### src/design/hztm_pkg.sv
// ----------------------------------------------------------------------------
// Heater zone thermal model package
// Shared constants, operation codes and sequencer states.
// ----------------------------------------------------------------------------
package hztm_pkg;

	localparam int ZONES    = 15;
	localparam int ZONE_W   = (ZONES > 1) ? $clog2(ZONES) : 1;
	localparam int TEMP_W   = 19;
	localparam int MUL_A_W  = 19;
	localparam int MUL_B_W  = 18;
	localparam int PROD_W   = MUL_A_W + MUL_B_W;

	localparam logic [TEMP_W-1:0] FULL_SCALE = 19'd409600;
	localparam logic [MUL_B_W-1:0] RECIP_25  = 18'd5243;
	localparam logic [MUL_B_W-1:0] RECIP_100 = 18'd167773;
	localparam logic [15:0] READ_OFFSET      = 16'd10;
	localparam logic [15:0] READ_NO_ZONE     = 16'hFFFF;

	localparam logic [7:0] DEF_BASE_STEP      = 8'd3;
	localparam logic [7:0] DEF_APPROACH_COEF  = 8'd16;
	localparam logic [TEMP_W-1:0] DEF_FLOOR   = 19'd34000;

	typedef enum logic [1:0] {
		REG_BASE_STEP = 2'd0,
		REG_COEF      = 2'd1,
		REG_FLOOR     = 2'd2
	} reg_idx_t;

	typedef enum logic [2:0] {
		OP_TICK   = 3'd0,
		OP_HEATER = 3'd1,
		OP_MASTER = 3'd2,
		OP_SELECT = 3'd3,
		OP_READ   = 3'd4
	} op_t;

	typedef enum logic [2:0] {
		ST_IDLE,
		ST_FETCH,
		ST_SCALE,
		ST_RECIP,
		ST_APPLY,
		ST_RD_FETCH,
		ST_RD_DIV,
		ST_RD_OUT
	} state_t;

endpackage

### src/design/hztm_zone_mem.sv
// ----------------------------------------------------------------------------
// Zone temperature store
// One write port and one registered read port, with a valid bit per zone so
// that a zone never written since reset reads as zero.
// ----------------------------------------------------------------------------
module hztm_zone_mem (
	input  logic                          clk,
	input  logic                          arst_n,
	input  logic                          wr_en,
	input  logic [hztm_pkg::ZONE_W-1:0]   wr_addr,
	input  logic [hztm_pkg::TEMP_W-1:0]   wr_data,
	input  logic [hztm_pkg::ZONE_W-1:0]   rd_addr,
	output logic [hztm_pkg::TEMP_W-1:0]   rd_data
);
	import hztm_pkg::*;

	logic [TEMP_W-1:0] mem_q [ZONES];
	logic [ZONES-1:0]  valid_q;
	logic [TEMP_W-1:0] rd_data_q;

	always_ff @(posedge clk) begin
		if (wr_en) begin
			mem_q[wr_addr] <= wr_data;
		end
		rd_data_q <= valid_q[rd_addr] ? mem_q[rd_addr] : '0;
	end

	always_ff @(posedge clk or negedge arst_n) begin
		if (!arst_n) begin
			valid_q <= '0;
		end else if (wr_en) begin
			valid_q[wr_addr] <= 1'b1;
		end
	end

	assign rd_data = rd_data_q;

endmodule

### config.mk
export PLATFORM = sky130hd
export DESIGN_NAME = hztm_zone_mem
export DESIGN_NICKNAME = d
export VERILOG_FILES = /design/src/design/hztm_pkg.sv /design/src/design/hztm_zone_mem.sv
export SDC_FILE = /design/constraint.sdc
export NUM_CORES = 1
export LEC_CHECK = 0
export ABC_CLOCK_PERIOD_IN_PS = 2300
export BUFFER_PORTS_ARGS = -buffer_cell sky130_fd_sc_hd__buf_2
export CORE_UTILIZATION = 40
export DETAILED_ROUTE_END_ITERATION = 6
export PLACE_DENSITY = 0.57
export REMOVE_ABC_BUFFERS = 1
export SETUP_SLACK_MARGIN = 0.5
export SLEW_MARGIN = 20
export SYNTH_ARGS = -nofsm -noshare
export SYNTH_HDL_FRONTEND = slang
export SYNTH_SLANG_ARGS = --single-unit
### constraint.sdc
create_clock -name clk -period 2.3 [get_ports clk]
set_clock_uncertainty 0.15 [all_clocks]
set_input_delay 0.46 -clock clk [delete_from_list [all_inputs] [get_ports clk]]
set_output_delay 0.46 -clock clk [all_outputs]
set_load 0.1 [all_outputs]
==> run summary <==
P per Cell Area = 918 nW/um^2
Remaining max-slew budget at the tightest pin = 0.739
Clock Path Buffers = 3
H-tree depth = 2
Global-route wire length before repair = 41500 um
Cell family contributing the most delay on the critical path = compound AO/OA/AOI/OAI gates
Area share of fa/ha/maj cells after synthesis = 0
Sw power = 3.09 mW
WP data required = 2.54 ns
Number of primary I/O pins = 49
Count of final hold-check violations = 0
Tot GR Track Use = 0.182
Post-synthesis xor/xnor area fraction = 0
Outcome = completed
Reported leakage power = 5.15 nW
Die outline area = 31000 um^2
Gate count of the mapped netlist = 673
Number of nets in the layout = 806
Count of fill cells added during filler insertion = 2440
Average instance area after synthesis = 18.0 um^2
Sequential group share of total power = 0.488
Count of distinct cell types in the synthesized netlist = 38
Root buffer cell = clkbuf_16
Number of enable flip-flop cells after synthesis = 285
Synth-to-Final Area Change = 21.0%
Vias per Instance = 5.38
Total wire length after detailed routing = 27800 um
Leading area contributor after synthesis = edfxtp_1
Peak supply drop = 625 uV
Share of cell area taken by muxes after synthesis = 0.125
Portion of total power attributed to the clock network = 0.419
Half-perimeter wire length of the detailed placement result = 16600 um
Worst slew pin tran = 0.391 ns
Final setup violation count = 0
Dominant combinational cell family by area after synthesis = multiplexers
Cells along the critical path = mux2_1 -> a221o_1 -> and3_4 -> buf_12 -> nand2_2 -> a21oi_2
Timing-limited maximum frequency = 521 MHz
Count of input and output buffers = 48
Total non-filler cell area in the finished layout = 14700 um^2
Number of pins exceeding their max-slew limit in the final report = 0
Path type of the worst min-delay path = in2reg
Total internal power = 10.4 mW
Arrival time of data at the critical path endpoint = 2.16 ns
Antenna violations before repair = 1
Vias in the first global route = 6635
Top fanout value on the critical path = 5
Clock tree from TritonCTS = yes
Launching element type of the critical path = register
R2R Path End = rd_data[16]
Post-DR wirelength/cell = 23.3 um
Launch instance of the worst min-delay path = wr_data[9]
Count of routing violations after the opening detailed-route iteration = 482
Synth cell count leaders = 285 x edfxtp_1, 99 x mux2i_1, 40 x o22ai_1
TritonCTS Buffers = 34
End-of-flow core utilization = 0.494
Unrepaired setup endpoints after global routing = true
Sequential-to-total area share from yosys stat = 0.768
Final cycle utilization of the critical path = 0.835
Fraction of synthesis flops using an asynchronous set or reset pin = 0.0470
Number of maximum-capacitance violations = 0
Hold-critical path endpoint = mem_q[6][9]
Setup crit end kind = register
Buffering stage count on the worst path with inverters included = 1
Placement Cell Area = 13300 um^2
Setup TNS Final = 0 ns
Worst reg-to-reg setup slack = 0.38 ns
Switching share of power = 0.229
Post-synthesis compound-gate area fraction = 0.0518
Vias after detailed routing = 6417
Die Wd = 176 um
FP Rows = 63
Final Critical Period = 1.92 ns
Final weighted congestion of routability-driven global placement = 0.829
Delay of the slowest cell on the worst path = 0.44 ns
Post-route antenna net violation count = 0
Area of the mapped netlist = 12100 um^2
Cell with the most instances after synthesis = edfxtp_1
Area share of the largest cell type after synthesis = 0.705
Fraction of final layout cells with drive strength greater than 1 = 0.294
Clk Latency, worst-skew pair = 0.51 ns
Overall overflow remaining after global route = 0
Number of cells traversed by the worst register-to-register path = 6
Clock Pin Slew Worst Setup and Hold Paths = 0.06 ns
Dominant synthesized flop cell = edfxtp_1
Category of the critical setup timing path = reg2reg
Yosys warns = 0
Cell with the largest stage delay on the worst path = a221o_1
Flip-flop and latch count after synthesis = 319
Drt first pass iters = 5
Synthesized-area fraction occupied by and/or/nand/nor cells = 0.0392
Startpoint of the most critical setup path = valid_q[13]
Critical R2R Launch = valid_q[13]
Relative contribution of combinational cells to total power = 0.093
Residual DRC count = 0
Hold depth = 1
Count of clock tree sinks = 319
Synth area leaders = edfxtp_1 71%, mux2i_1 8.2%, mux4_2 3.7%
Initial core utilization = 0.408
Die span in y = 176 um
Area of the core = 29700 um^2
Largest net degree at the start of global routing = 32
[power by group through the flow]
| stage | registers [mW] | logic (mW) | clock network, mW |
|---|---|---|---|
| 2_1_floorplan | 7.02 | 0.362 | 0 |
| 3_3_place_gp | 6.69 | 1.14 | 0 |
| 3_5_place_dp | 6.70 | 1.16 | 0 |
| 4_1_cts | 6.58 | 1.21 | 5.76 |
| 5_1_grt | 6.60 | 1.32 | 5.97 |
| 6_report | 6.58 | 1.25 | 5.66 |
[cell usage in the layout, fill, tap and decap left out, types with 3 or more instances in the layout]
cell type  count
nor2_2        11
clkbuf_16     37
nand2_2        4
edfxtp_1     285
nor3_1         7
bufinv_16      3
o22ai_1       40
clkbuf_8       6
a21oi_2        7
or2_2         15
clkbuf_1       7
buf_4         50
nand2_1       22
clkinv_2       5
a31o_1         5
nor2_1         6
mux2_2         6
a221oi_1       6
mux4_2        20
nor3_2         4
nand3b_1       6
a21oi_1       12
buf_12        17
dfrtp_1       15
buf_6          5
mux2i_1       99
o21ai_0       19
or3b_2         5
dfxtp_1       19
buf_2         27
a211o_1        6
[layout make-up]
class	instances	area (um^2)	share of cell area
flip-flops and latches	319	9310	0.634
multi-input cells	318	2760	0.188
clock buffers	50	1030	0.0705
repair buffers	101	932	0.0635
well taps	390	488	0.0332
clock inverters	12	148	0.0101
inverters	2	7.51	0.000511
diodes	1	2.50	0.000170
[worst max path at each step]
stage	endpoint	slack (ns)	depth (start not counted)
detailed placement	rd_data[14]	0.007	7
finish	rd_data[16]	0.38	6
floorplan	mem_q[0][0]	-0.61	2
CTS	rd_data[13]	0.40	5
global placement	rd_data[3]	0.004	7
global route	rd_data[16]	0.34	6
[layer usage]
metal / vias up / part of all wire / track usage
met2: 197 / 0.47 / 0.281
met4: 0 / 0.017 / 0.0529
met5: - / 0 / 0
met3: 39 / 0.056 / 0.0301
met1: 3296 / 0.46 / 0.267
li1: 2885 / - / -
[flip-flops by register name, summed over array words and instances (netlist names)]
name     flops
valid_q     15
rd_data     19
mem_q      285
[through the flow]
step                total power, mW  worst slack, ns  instances  hold WS [ns]
floorplan                      7.39           -0.607        638        0.0144
global placement               7.83          0.00422       1125         0.222
detailed placement             7.86          0.00715       1125         0.233
CTS                            13.5            0.396       1189         0.145
global route                   13.9            0.345       1192         0.152
finish                         13.5            0.381       1193         0.162
[what timing repair did]
action,4_1_cts,5_1_grt
hold buffers,1,0
pin swaps,0,11
gates cloned,0,1
setup endpoints to repair,31,23
endpoints found under the hold margin,15,0
setup buffers,1,2
resized for setup,20,25
[cells by family (layout without fill, tap and decap cells)]
family | count (synthesis) | after routing
and+or+nand+nor | 92 | 93
DFF | 319 | 319
buffers and inverters | 37 | 165
other | 0 | 1
muxes | 126 | 126
AOI/OAI and AO/OA | 99 | 99
Note: power is estimated with default switching activity, not from simulation.
